## src/sv/fcb_pkg.sv

```systemverilog
// ----------------------------------------------------------------------------
// fcb_pkg
// Shared types, constants and plane tables for the frustum box cull block.
// ----------------------------------------------------------------------------
`timescale 1ns / 1ps

package fcb_pkg;

	localparam int FRAC_BITS_DEF = 16;
	localparam int ELEM_W        = 32;
	localparam int PLANE_W       = ELEM_W + 1;
	localparam int PLANE_COUNT   = 6;
	localparam int PLANE_ENTRIES = PLANE_COUNT * 4;
	localparam int PL_ADDR_W     = 5;
	// split point of the wide plane sums for the shared multiplier
	localparam int Q_SPLIT       = 34;

	typedef enum logic [1:0] {
		CMD_VIEW = 2'd0,
		CMD_OBJ  = 2'd1,
		CMD_TEST = 2'd2,
		CMD_NONE = 2'd3
	} cmd_t;

	typedef enum logic [1:0] {
		P_IDLE,
		P_RD,
		P_CAP,
		P_WR
	} pstate_t;

	typedef enum logic [3:0] {
		T_IDLE,
		T_PRD,
		T_PCAP,
		T_QRD,
		T_QMUL,
		T_QACC,
		T_CINIT,
		T_CMUL,
		T_CACC,
		T_CSUM,
		T_CDEC,
		T_DONE
	} tstate_t;

	typedef struct packed {
		logic signed [ELEM_W-1:0] min_x;
		logic signed [ELEM_W-1:0] min_y;
		logic signed [ELEM_W-1:0] min_z;
		logic signed [ELEM_W-1:0] max_x;
		logic signed [ELEM_W-1:0] max_y;
		logic signed [ELEM_W-1:0] max_z;
	} box_t;

	// view row combined with the w row: left, right, top, bottom, back, front
	function automatic logic [1:0] plane_row(input logic [2:0] k);
		logic [1:0] r;
		begin
			unique case (k)
				3'd0, 3'd1: r = 2'd0;
				3'd2, 3'd3: r = 2'd1;
				default:    r = 2'd2;
			endcase
			return r;
		end
	endfunction

	function automatic logic plane_adds(input logic [2:0] k);
		logic a;
		begin
			unique case (k)
				3'd0, 3'd3, 3'd4: a = 1'b1;
				default:          a = 1'b0;
			endcase
			return a;
		end
	endfunction

endpackage

```

## src/sv/fcb_plane_unit.sv

```systemverilog
// ----------------------------------------------------------------------------
// fcb_plane_unit
// View matrix memory and clip plane memory; rebuilds the six planes of one
// column after each view element write.
// ----------------------------------------------------------------------------
`timescale 1ns / 1ps

module fcb_plane_unit import fcb_pkg::*; (
	input  logic                       clk,
	input  logic                       arst_n,
	input  logic                       wr_en,
	input  logic [3:0]                 wr_idx,
	input  logic [ELEM_W-1:0]          wr_val,
	input  logic [PL_ADDR_W-1:0]       rd_addr,
	output logic signed [PLANE_W-1:0]  rd_data,
	output logic                       idle
);

	pstate_t state_q, state_nxt;

	logic [ELEM_W-1:0]  vmem [16];
	logic [15:0]        vvld_q;
	logic [ELEM_W-1:0]  vraw_s1;
	logic               vvld_s1;
	logic               rdv_s1;
	logic [1:0]         ridx_s1;
	logic [ELEM_W-1:0]  vcol_q [4];
	logic [1:0]         col_q;
	logic [2:0]         cnt_q;
	logic [3:0]         vrd_addr;

	logic [PLANE_W-1:0] pmem [PLANE_ENTRIES];
	logic [PLANE_ENTRIES-1:0] pvld_q;
	logic [PLANE_W-1:0] praw_s1;
	logic               pvld_s1;
	logic               pm_we;
	logic [PL_ADDR_W-1:0] pm_addr;
	logic signed [PLANE_W-1:0] w_ext, e_ext, pval;

	// next state
	always_comb begin
		state_nxt = state_q;
		unique case (state_q)
			P_IDLE: if (wr_en) state_nxt = P_RD;
			P_RD:   if (cnt_q == 3'd3) state_nxt = P_CAP;
			P_CAP:  state_nxt = P_WR;
			P_WR:   if (cnt_q == 3'(PLANE_COUNT - 1)) state_nxt = P_IDLE;
			default: state_nxt = P_IDLE;
		endcase
	end

	// outputs of the sequencer
	always_comb begin
		idle     = (state_q == P_IDLE);
		pm_we    = (state_q == P_WR);
		vrd_addr = {col_q, cnt_q[1:0]};
		pm_addr  = {cnt_q, col_q};
	end

	always_ff @(posedge clk or negedge arst_n) begin
		if (!arst_n) begin
			state_q <= P_IDLE;
			col_q   <= '0;
			cnt_q   <= '0;
			rdv_s1  <= 1'b0;
		end else begin
			state_q <= state_nxt;
			rdv_s1  <= (state_q == P_RD);
			if (state_q == P_IDLE && wr_en) begin
				col_q <= wr_idx[3:2];
				cnt_q <= '0;
			end else if (state_q == P_RD) begin
				cnt_q <= (cnt_q == 3'd3) ? 3'd0 : cnt_q + 3'd1;
			end else if (state_q == P_WR) begin
				cnt_q <= cnt_q + 3'd1;
			end
		end
	end

	// view memory, one write and one registered read
	always_ff @(posedge clk) begin
		if (wr_en) vmem[wr_idx] <= wr_val;
		vraw_s1 <= vmem[vrd_addr];
		ridx_s1 <= cnt_q[1:0];
	end

	always_ff @(posedge clk or negedge arst_n) begin
		if (!arst_n) begin
			vvld_q  <= '0;
			vvld_s1 <= 1'b0;
		end else begin
			if (wr_en) vvld_q[wr_idx] <= 1'b1;
			vvld_s1 <= vvld_q[vrd_addr];
		end
	end

	// capture the column being rebuilt
	always_ff @(posedge clk) begin
		if (rdv_s1) vcol_q[ridx_s1] <= vvld_s1 ? vraw_s1 : '0;
	end

	// plane component: w row plus or minus the selected row
	always_comb begin
		w_ext = PLANE_W'(signed'(vcol_q[3]));
		e_ext = PLANE_W'(signed'(vcol_q[plane_row(cnt_q)]));
		pval  = plane_adds(cnt_q) ? w_ext + e_ext : w_ext - e_ext;
	end

	// plane memory
	always_ff @(posedge clk) begin
		if (pm_we) pmem[pm_addr] <= pval;
		praw_s1 <= pmem[rd_addr];
	end

	always_ff @(posedge clk or negedge arst_n) begin
		if (!arst_n) begin
			pvld_q  <= '0;
			pvld_s1 <= 1'b0;
		end else begin
			if (pm_we) pvld_q[pm_addr] <= 1'b1;
			pvld_s1 <= pvld_q[rd_addr];
		end
	end

	assign rd_data = pvld_s1 ? signed'(praw_s1) : '0;

endmodule

```

## config.mk

```make
export PLATFORM = sky130hd
export DESIGN_NAME = fcb_plane_unit
export DESIGN_NICKNAME = d
export VERILOG_FILES = /design/src/sv/fcb_pkg.sv /design/src/sv/fcb_plane_unit.sv
export SDC_FILE = /design/constraint.sdc
export NUM_CORES = 1
export LEC_CHECK = 0
export BUFFER_PORTS_ARGS = -buffer_cell sky130_fd_sc_hd__buf_2
export CORE_UTILIZATION = 40
export DETAILED_ROUTE_END_ITERATION = 6
export HOLD_SLACK_MARGIN = 0.08
export PLACE_DENSITY = 0.56
export SKIP_LAST_GASP = 1
export SYNTH_ARGS = -nofsm -noshare
export SYNTH_HDL_FRONTEND = slang
export SYNTH_SLANG_ARGS = --single-unit
```

## constraint.sdc

```tcl
create_clock -name clk -period 9.4 [get_ports clk]
set_clock_uncertainty 0.15 [all_clocks]
set_input_delay 0.47 -clock clk [delete_from_list [all_inputs] [get_ports clk]]
set_output_delay 0.47 -clock clk [all_outputs]
set_load 0.02 [all_outputs]
```

## Word-level counts from Yosys, hierarchy flattened

Memories as Yosys holds them, arrays and structs flattened. A register that Yosys moved wholly into a read port is not among the register bits.
Index checks and enable logic that the tools add are counted.

- Bits in registers: 52
- Memory bits (writable): 1432
- Input bits: 44
- Output and inout bits: 34
- Logic and storage cells: 71
- Memories: 3

- $add $sub $neg: 3
- $lt $le $gt $ge: 6
- Equality and inequality tests: 11
- Multiplexer cells: 27
- Bitwise operators: 2
- Reductions and logical operators: 10

Memories:

| memory | words | width | read ports | clocked after Yosys merged registers in | wr ports | line | source |
|---|---|---|---|---|---|---|---|
| pmem | 24 | 33 | 1 | 1 | 1 | fcb_plane_unit.sv:32 | `logic [PLANE_W-1:0] pmem [PLANE_ENTRIES];` |
| vmem | 16 | 32 | 1 | 1 | 1 | fcb_plane_unit.sv:21 | `logic [ELEM_W-1:0] vmem [16];` |
| vcol_q | 4 | 32 | 2 | 0 | 1 | fcb_plane_unit.sv:27 | `logic [ELEM_W-1:0] vcol_q [4];` |

Operator list:

| operator | number |
|---|---|
| $mux W33 | 2 |
| $add A32 B32 Y33 | 1 |
| $sub A32 B32 Y33 | 1 |
| $mux W32 | 1 |
| $or A24 B24 Y24 | 1 |
| $or A16 B16 Y16 | 1 |
| $lt A5 B6 Y1 const B | 2 |
| $mux W3 | 4 |
| $mux W1 | 11 |
| $lt A4 B5 Y1 const B | 2 |
| $pmux W2 S4 | 1 |
| $eq A3 B2 Y1 const B | 2 |
| $eq A3 B3 Y1 const B | 2 |
| $mux W2 | 3 |
| $bmux W1 S5 | 1 |
| $demux W1 S5 | 1 |
| $ge A5 B1 Y1 const B | 1 |
| $bmux W1 S4 | 1 |
| $demux W1 S4 | 1 |
| $eq A2 B2 Y1 const B | 2 |
| $ge A4 B1 Y1 const B | 1 |
| $ne A2 B1 Y1 const B | 2 |
| $pmux W2 S2 | 1 |
| $reduce_or A2 Y1 | 2 |
| other kinds (10) | 12 |

## Logic depth before layout (Yosys ltp)

Gate-level depths: netlist of run 1.
An unclocked memory read counts as a cell.

- Word-level depth: 6
- Mapped depth: 29

## Worst setup path before layout of run 1

OpenSTA, ideal clock, no wires.

- Path kind: reg2reg
- Start: register cnt_q[1]
- End: memory pmem[0][18] in the netlist's numbering (data pin)
- Setup time: 0.517 ns
- Arrival time: 7.002 ns
- Required time: 8.733 ns
- Setup slack: 1.731 ns
- Cell stages (with the launch flop): 27
- Buffers on the path: 7
- Path through: dfrtp_1 > clkbuf_1 > clkbuf_1 > buf_1 > inv_1 > ha_1 > nor4_1 > nor2_1 > buf_2 > clkbuf_1 > clkbuf_1 > clkbuf_1 > nor2_1 > a21o_1 > ha_1 > o221ai_1 > nor4_2 > nor2_1 > xnor2_1 > ha_1 > nand2_1 > o21a_1 > o21ai_0 > or3_1 > a21oi_1 > o21bai_1 > o311ai_0

- Word-level cells in the longest chain between the ends: 6
- Elaborated cells between the ends (all ways): 14

RTL lines:

| what | line | source |
|---|---|---|
| start: declaration | fcb_plane_unit.sv:29 | `logic [2:0] cnt_q;` |
| start signal: assignment | fcb_plane_unit.sv:73 | `cnt_q <= (cnt_q == 3'd3) ? 3'd0 : cnt_q + 3'd1;` |
| start signal: assignment | fcb_plane_unit.sv:75 | `cnt_q <= cnt_q + 3'd1;` |
| $eq A3 B2 Y1 (tied with other cells) | fcb_pkg.sv:60, fcb_pkg.sv:72 |  |
| $reduce_or A2 Y1 | fcb_pkg.sv:60 | `unique case (k)` |
| $pmux W2 S2 | fcb_pkg.sv:60 |  |
| $mem_v2 Z4 W32 | - |  |
| $sub A32 B32 Y33 / $add A32 B32 Y33 (equally long branches) | fcb_plane_unit.sv:106 | `pval = plane_adds(cnt_q) ? w_ext + e_ext : w_ext - e_ext;` |
| $mux W33 (*) | fcb_plane_unit.sv:106 |  |
| via pval[18] | fcb_plane_unit.sv:38 | `logic signed [PLANE_W-1:0] w_ext, e_ext, pval;` |
| end: declaration | fcb_plane_unit.sv:32 |  |

The timed path passes the listed nets; every way through them passes the cells marked *.

## Worst setup path after layout of run 1

- Start: register cnt_q[0]
- End: memory pmem[22][25] in the netlist's numbering (data pin)

Same word-level chain as after synthesis.

==> results of run 1 <==
routing by layer:
metal	GRT usage, %	routed length (um)
met1	24.7	59600
met2	31.5	70700
met3	3.06	6700
met4	5.35	3190
met5	0	25
cells in the final DEF, fill, tap and decap left out, types with 36 or more instances in the layout:
master / count
clkbuf_1: 44
ha_1: 42
nand2_1: 44
nor2_1: 97
nor2_4: 36
dfxtp_1: 67
and2_1: 69
a21oi_1: 97
or2_2: 42
buf_4: 85
clkbuf_16: 161
dlygate4sd3_1: 37
edfxtp_1: 1432
dfrtp_1: 45
mux4_2: 403
o21ai_0: 40
mux2i_1: 53
buf_2: 73
tightest hold or removal path, cell delays in order:
cell,delay (ns)
dlygate4sd3_1,0.53
buf_2,0.11
buf_4,0.52
metrics by stage:
stage	cells	utilization, %
2_1_floorplan	2858	-
3_3_place_gp	4900	42.5
3_5_place_dp	4900	42.5
4_1_cts	5225	46.2
5_1_grt	5226	46.2
6_report	5228	46.2
flip-flops by register name, summed over array words and instances (netlist names):
register / cells
vvld_q: 16
pmem: 792
vvld_s1: 1
state_q: 2
pvld_q: 24
praw_s1: 33
vmem: 512
vraw_s1: 32
vcol_q: 128
ridx_s1: 2
cnt_q: 3
col_q: 2
rdv_s1: 1
pvld_s1: 1
layout make-up:
class                           count  area, sq um  area share, %
Antenna cell                        2         5.00        0.00724
Clock buffer                      217         4360           6.30
Clock inverter                     71          702           1.01
Inverter                           17         63.8         0.0923
Multi-Input combinational cell   1157        14500           20.9
Sequential cell                  1549        45600           65.9
Tap cell                         2016         2520           3.65
Timing Repair Buffer              199         1440           2.09
final timing paths:
check	from	end	slack (ns)
min reg2reg	pvld_q[21]$_DFFE_PN0P_	pvld_q[21]$_DFFE_PN0P_	0.31
min in group clk	rd_addr[2]	praw_s1[20]$_DFF_P_	0.30
max reg2reg	cnt_q[0]$_DFFE_PN0P_	pmem[22][25]$_DFFE_PP_	2.06
min	arst_n	pvld_q[16]$_DFFE_PN0P_	0.23
max	cnt_q[0]$_DFFE_PN0P_	pmem[22][25]$_DFFE_PP_	2.06
max in group asynchronous	arst_n	cnt_q[1]$_DFFE_PN0P_	8.29
kinds of logic after synthesis:
logic type	count (synthesis)	share of synthesized area, %
flip-flops	1549	75.6
AO/OA/AOI/OAI	223	2.37
multiplexers	467	16.1
adder cells (fa/ha/maj)	43	0.905
buffers and inverters	152	1.03
XOR/XNOR	54	0.784
AND/OR/NAND/NOR	370	3.18
==> metrics, run 1 <==
Synthesized Nets=2945; Slew Viols, Final=0; placed cell areas=63700 sq um; DR DRC count=0; Final #Nets=3168; synthesized flop and latch total=1549; number of routed nets with antenna violations=0; Crit path required time=9.64 ns; critical path arrival=7.58 ns; CP max stage cell=a211oi_2; worst-path cell chain=inv_1 > ha_1 > nor4_1 > nor2_2 > buf_4 > nor2_1 > a21o_1 > ha_1 > o221ai_1 > nor4_2 > and2_4 > nor2_1 > xor2_1 > ha_1 > a21o_1 > a21o_1 > a21oi_1 > o21a_1 > inv_1 > a31oi_1 > nor2_1 > a211oi_2; Hold WC Path Type=in -> async; most common cell in the synthesized netlist=edfxtp_1; DRT iter0 DRCs=2428; Post-synth EDFFs=1432; Slew HR=11.8%; Die X-Extent=390 um; Final setup viols=0; Critical Path Sink Type=flop; port bufs=77; area delta synth->final=14.7%; htree depth=4; Placer Congestion=0.858; register area share after synthesis=75.6%; # IOs=78; RSZ-0062 raised after global routing=no; worst hold slack=0.232 ns; setup_tns=0 ns; syn avg cell area=21.1 sq um; CTS tree=done; Synth Warn #=0; Mapped Cells=2858; dpl hpwl=72500 um; # rows=142; starting density of the core=40.3%; clock root buffer=clkbuf_16; max-capacitance violation count=0; Post-synth top cells=edfxtp_1, mux4_2, nor2_1; total die area=152000 sq um; layout cells sized above 1=28.3%; clock-pin slew on the worst setup and hold paths=0.06 ns; initial antenna violation count=8; GRT overflow=0; Netlist cell types=76; Worst path max stage delay=1.10 ns; pre-CTS setup slack=1.97 ns; Post-Syn Area=60300 sq um; fmax=136 MHz; setup ws final=2.06 ns; Routed wire per std cell=26.8 um; Worst path depth=22; ranking of synthesized cells by area=edfxtp_1, mux4_2, dfxtp_1, dfrtp_1, mux2i_1; CTS Buffer Depth=3; Final Critical Period=7.34 ns; area leader, netlist=edfxtp_1; share of the synthesized area in the top cell type=71.3%; Die H=390 um; Post-CTS Hold Buffers=37; vias per cell=5.50; Clock Sinks=1549; delay-heaviest family, CP=compound AO/OA/AOI/OAI gates; Fillers=12400; WP buf/inv=3; ys async rst share=3.23%; vias in the first global route=30400; first drt pass iteration count=7; CTS-repair resized insts=0; Worst-Margin Slew=1.32 ns; Final Cycle Share=78.1%; GRT Util Overall=18.6%; Max FO, Critical Path=41; status=completed; post-route design area=69200 sq um; WL final=140000 um; CP Launch Type=flop; reg2reg path depth=22; final hold violation count=0; first-pass GRT wire length=205000 um; WS Path Type=reg -> reg; Clock Latency Late Sink=0.79 ns; detailed-route via count=28700; number of setup buffers added after CTS=0; Num CTS Buffers=157; largest net degree at the start of global routing=103; top_reg_cell synth=edfxtp_1; Placeable Area=150000 sq um
Power of run 1 is not shown: default switching activity piles up to over one toggle a cycle in this logic, so the estimate is an artifact.
==> run 2, diff against run 1 <==
Settings changed: ABC_AREA from default to 1.
Clock period 9.4 ns to 7.61 ns, I/O delays scaled along.
==> run 2 against run 1 <==
The flow now finishes with violations (design-rule violations). Synthesized cell count increased by 74%. Setup slack got worse by 0.81 ns. Core utilization decreased by 0.39 points. Synthesized area increased by 3.0%. Worst hold slack got worse by 0.11 ns. Design area increased by 2.1%. Highest routed layer unchanged.
==> metrics, run 2 <==
delay-heaviest family, CP=simple AND/OR/NAND/NOR gates; ys async rst share=3.23%; final hold violation count=0; Most common cell on crit path=nand2_1; commonest non-fill, non-tap cell in the layout=edfxtp_1; htree depth=4; Final Critical Period=6.36 ns; detailed-route via count=39700; Max FO, Critical Path=50; CTS-repair resized insts=0; # rows=144; port bufs=77; Leak=0.0242 uW; CTS tree=done; leading registers by flop count=pmem: 792 flops, vmem: 512 flops, vcol_q: 128 flops; Num CTS Buffers=161; Clock Sinks=1549; syn avg cell area=12.5 sq um; Placeable Area=154000 sq um; most frequent cells in the layout=edfxtp_1, o21ai_0, nor2_1; WL final=170000 um; CP max stage cell=xnor2_2; Placer Congestion=0.864; Die H=396 um; WS Path Type=reg -> reg; Slew Viols, Final=0; max-capacitance violation count=0; Hold WC Path Type=in -> async; clock-pin slew on the worst setup and hold paths=0.06 ns; GRT overflow=0; Final setup viols=0; register area share after synthesis=73.4%; area share of fa/ha/maj cells after synthesis=0.878%; initial antenna violation count=5; layout cells sized above 1=9.82%; Worst path max stage delay=0.86 ns; DR DRC count=32; post-route design area=70600 sq um; WP buf/inv=3; mux contribution to synthesized area=0%; Final Cycle Share=83.6%; Clock Latency Late Sink=0.78 ns; Post-synth EDFFs=1432; first drt pass iteration count=7; Post-synth top cells=edfxtp_1, o21ai_0, nor2_1; PwrDens=515 nW/um^2; starting density of the core=40.3%; Netlist cell types=48; dpl hpwl=90400 um; number of routed nets with antenna violations=0; placed cell areas=65200 sq um; share of the synthesized area in the top cell type=69.2%; Synth Area in XOR/XNOR=0.719%; largest family of logic cells by synthesized area=compound AO/OA/AOI/OAI gates; GRT Util Overall=21.4%; Synthesized Nets=5064; Crit path required time=7.87 ns; Critical Path Sink Type=flop; # IOs=78; Routed wire per std cell=23.5 um; CTS Buffer Depth=3; Largest Register=pmem; failing checks=design-rule violations; critical path arrival=6.62 ns; Fillers=13800; most common cell in the synthesized netlist=edfxtp_1; total die area=157000 sq um; synthesized flop and latch total=1549; largest net degree at the start of global routing=233; area delta synth->final=13.6%; Final #Nets=5142; Die X-Extent=396 um; status=finished with violations; max FFs per register=792; area leader, netlist=edfxtp_1; post-synthesis simple-gate area fraction=10.5%; setup_tns=0 ns; vias in the first global route=38400; Slew HR=24.0%; clock root buffer=clkbuf_16; first-pass GRT wire length=251000 um; Worst-Margin Slew=1.14 ns; Synth Area in Compound Gates=11.4%; ranking of synthesized cells by area=edfxtp_1, o21ai_0, nor2_1, nand2_1, dfxtp_1; Post-Syn Area=62100 sq um; vias per cell=5.49; Mapped Cells=4977; top_reg_cell synth=edfxtp_1; DRT iter0 DRCs=3524; Worst VDD drop=0.000832 V; Synth Warn #=0; CP Launch Type=flop; RSZ-0062 raised after global routing=no; fmax=157 MHz
-- run 2: cell count changes after synthesis, sizes merged, moves of 21 or more --
| cell | previous run | this run |
|---|---|---|
| o21ai | 40 | 791 |
| nor2 | 135 | 776 |
| nand2 | 44 | 599 |
| mux4 | 403 | 0 |
| inv | 16 | 196 |
| o22ai | 5 | 180 |
| clkbuf | 86 | 247 |
| o221ai | 2 | 149 |
| nand3 | 14 | 151 |
| and2 | 71 | 1 |
| mux2i | 53 | 0 |
| a21oi | 98 | 60 |
| nand4 | 7 | 37 |
| o211ai | 1 | 22 |
-- run 2: logic make-up (layout without fill, tap and decap cells) --
| kind of cell | count (synthesis) | after routing |
|---|---|---|
| AND/OR/NAND/NOR | 1605 | 1605 |
| XOR/XNOR | 51 | 51 |
| other | 0 | 1 |
| adder cells (fa/ha/maj) | 43 | 43 |
| buffers and inverters | 498 | 712 |
| flip-flops | 1549 | 1549 |
| AO/OA/AOI/OAI | 1231 | 1231 |
-- run 2: power by group --
group / switching [uW] / total [uW] / internal, uW
combinational: 10200 / 13300 / 3040
sequential: 267 / 15600 / 15300
clock: 3230 / 7540 / 4320
total: 13700 / 36400 / 22700
-- run 2: final timing paths --
path | cells past startpoint | startpoint | to | slack, ns
max | 25 | cnt_q[0]$_DFFE_PN0P_ | pmem[19][27]$_DFFE_PP_ | 1.25
min | 3 | arst_n | pvld_q[8]$_DFFE_PN0P_ | 0.12
max reg2reg | 25 | cnt_q[0]$_DFFE_PN0P_ | pmem[19][27]$_DFFE_PP_ | 1.25
min reg2reg | 2 | vvld_q[13]$_DFFE_PN0P_ | vvld_q[13]$_DFFE_PN0P_ | 0.31
max in group asynchronous | 3 | arst_n | cnt_q[0]$_DFFE_PN0P_ | 6.63
min in group clk | 3 | wr_idx[1] | vvld_q[14]$_DFFE_PN0P_ | 0.15
-- run 2: final cells by class --
type | count | area (sq um) | area share (%)
clock inverters | 70 | 633 | 0.897
diodes | 1 | 2.50 | 0.00354
repair buffers | 214 | 1630 | 2.30
clock buffers | 229 | 4410 | 6.24
inverters | 199 | 767 | 1.09
multi-input cells | 2930 | 15000 | 21.3
flip-flops and latches | 1549 | 45600 | 64.6
well taps | 2044 | 2560 | 3.62
-- run 2: timing repair --
action | in CTS | in global routing
hold buffers | 41 | 0
setup endpoints to repair | 0 | 0
buffers inserted | 0 | 0
endpoints found under the hold margin | 575 | 0
-- run 2: tightest hold or removal path, stage by stage --
cell and delay (ns):
dlygate4sd3_1 0.52, buf_2 0.10, buf_4 0.53
-- run 2: stage by stage --
| step | total power [uW] | std cells | setup slack (ns) | hold slack [ns] | util [%] |
|---|---|---|---|---|---|
| 3_5_place_dp | 29100 | 6895 | 1.32 | 0.296 | 42.3 |
| 6_report | 36400 | 7236 | 1.25 | 0.118 | 45.8 |
| 3_3_place_gp | 28900 | 6895 | 1.36 | 0.290 | 42.3 |
| 2_1_floorplan | 23300 | 4977 | 2.19 | -0.0651 | - |
| 5_1_grt | 38200 | 7235 | 0.779 | 0.156 | 45.8 |
| 4_1_cts | 36600 | 7235 | 1.28 | 0.0909 | 45.8 |
-- run 2: metal layers --
| metal | global-route usage [%] | share of wire (%) | routed length [um] |
|---|---|---|---|
| met3 | 2.97 | 5.8 | 9940 |
| met1 | 28.8 | 43 | 72900 |
| met5 | 0 | 0.023 | 39 |
| met2 | 36.4 | 49 | 83400 |
| met4 | 5.66 | 2.2 | 3660 |
Note: power is estimated with default switching activity, not from simulation.
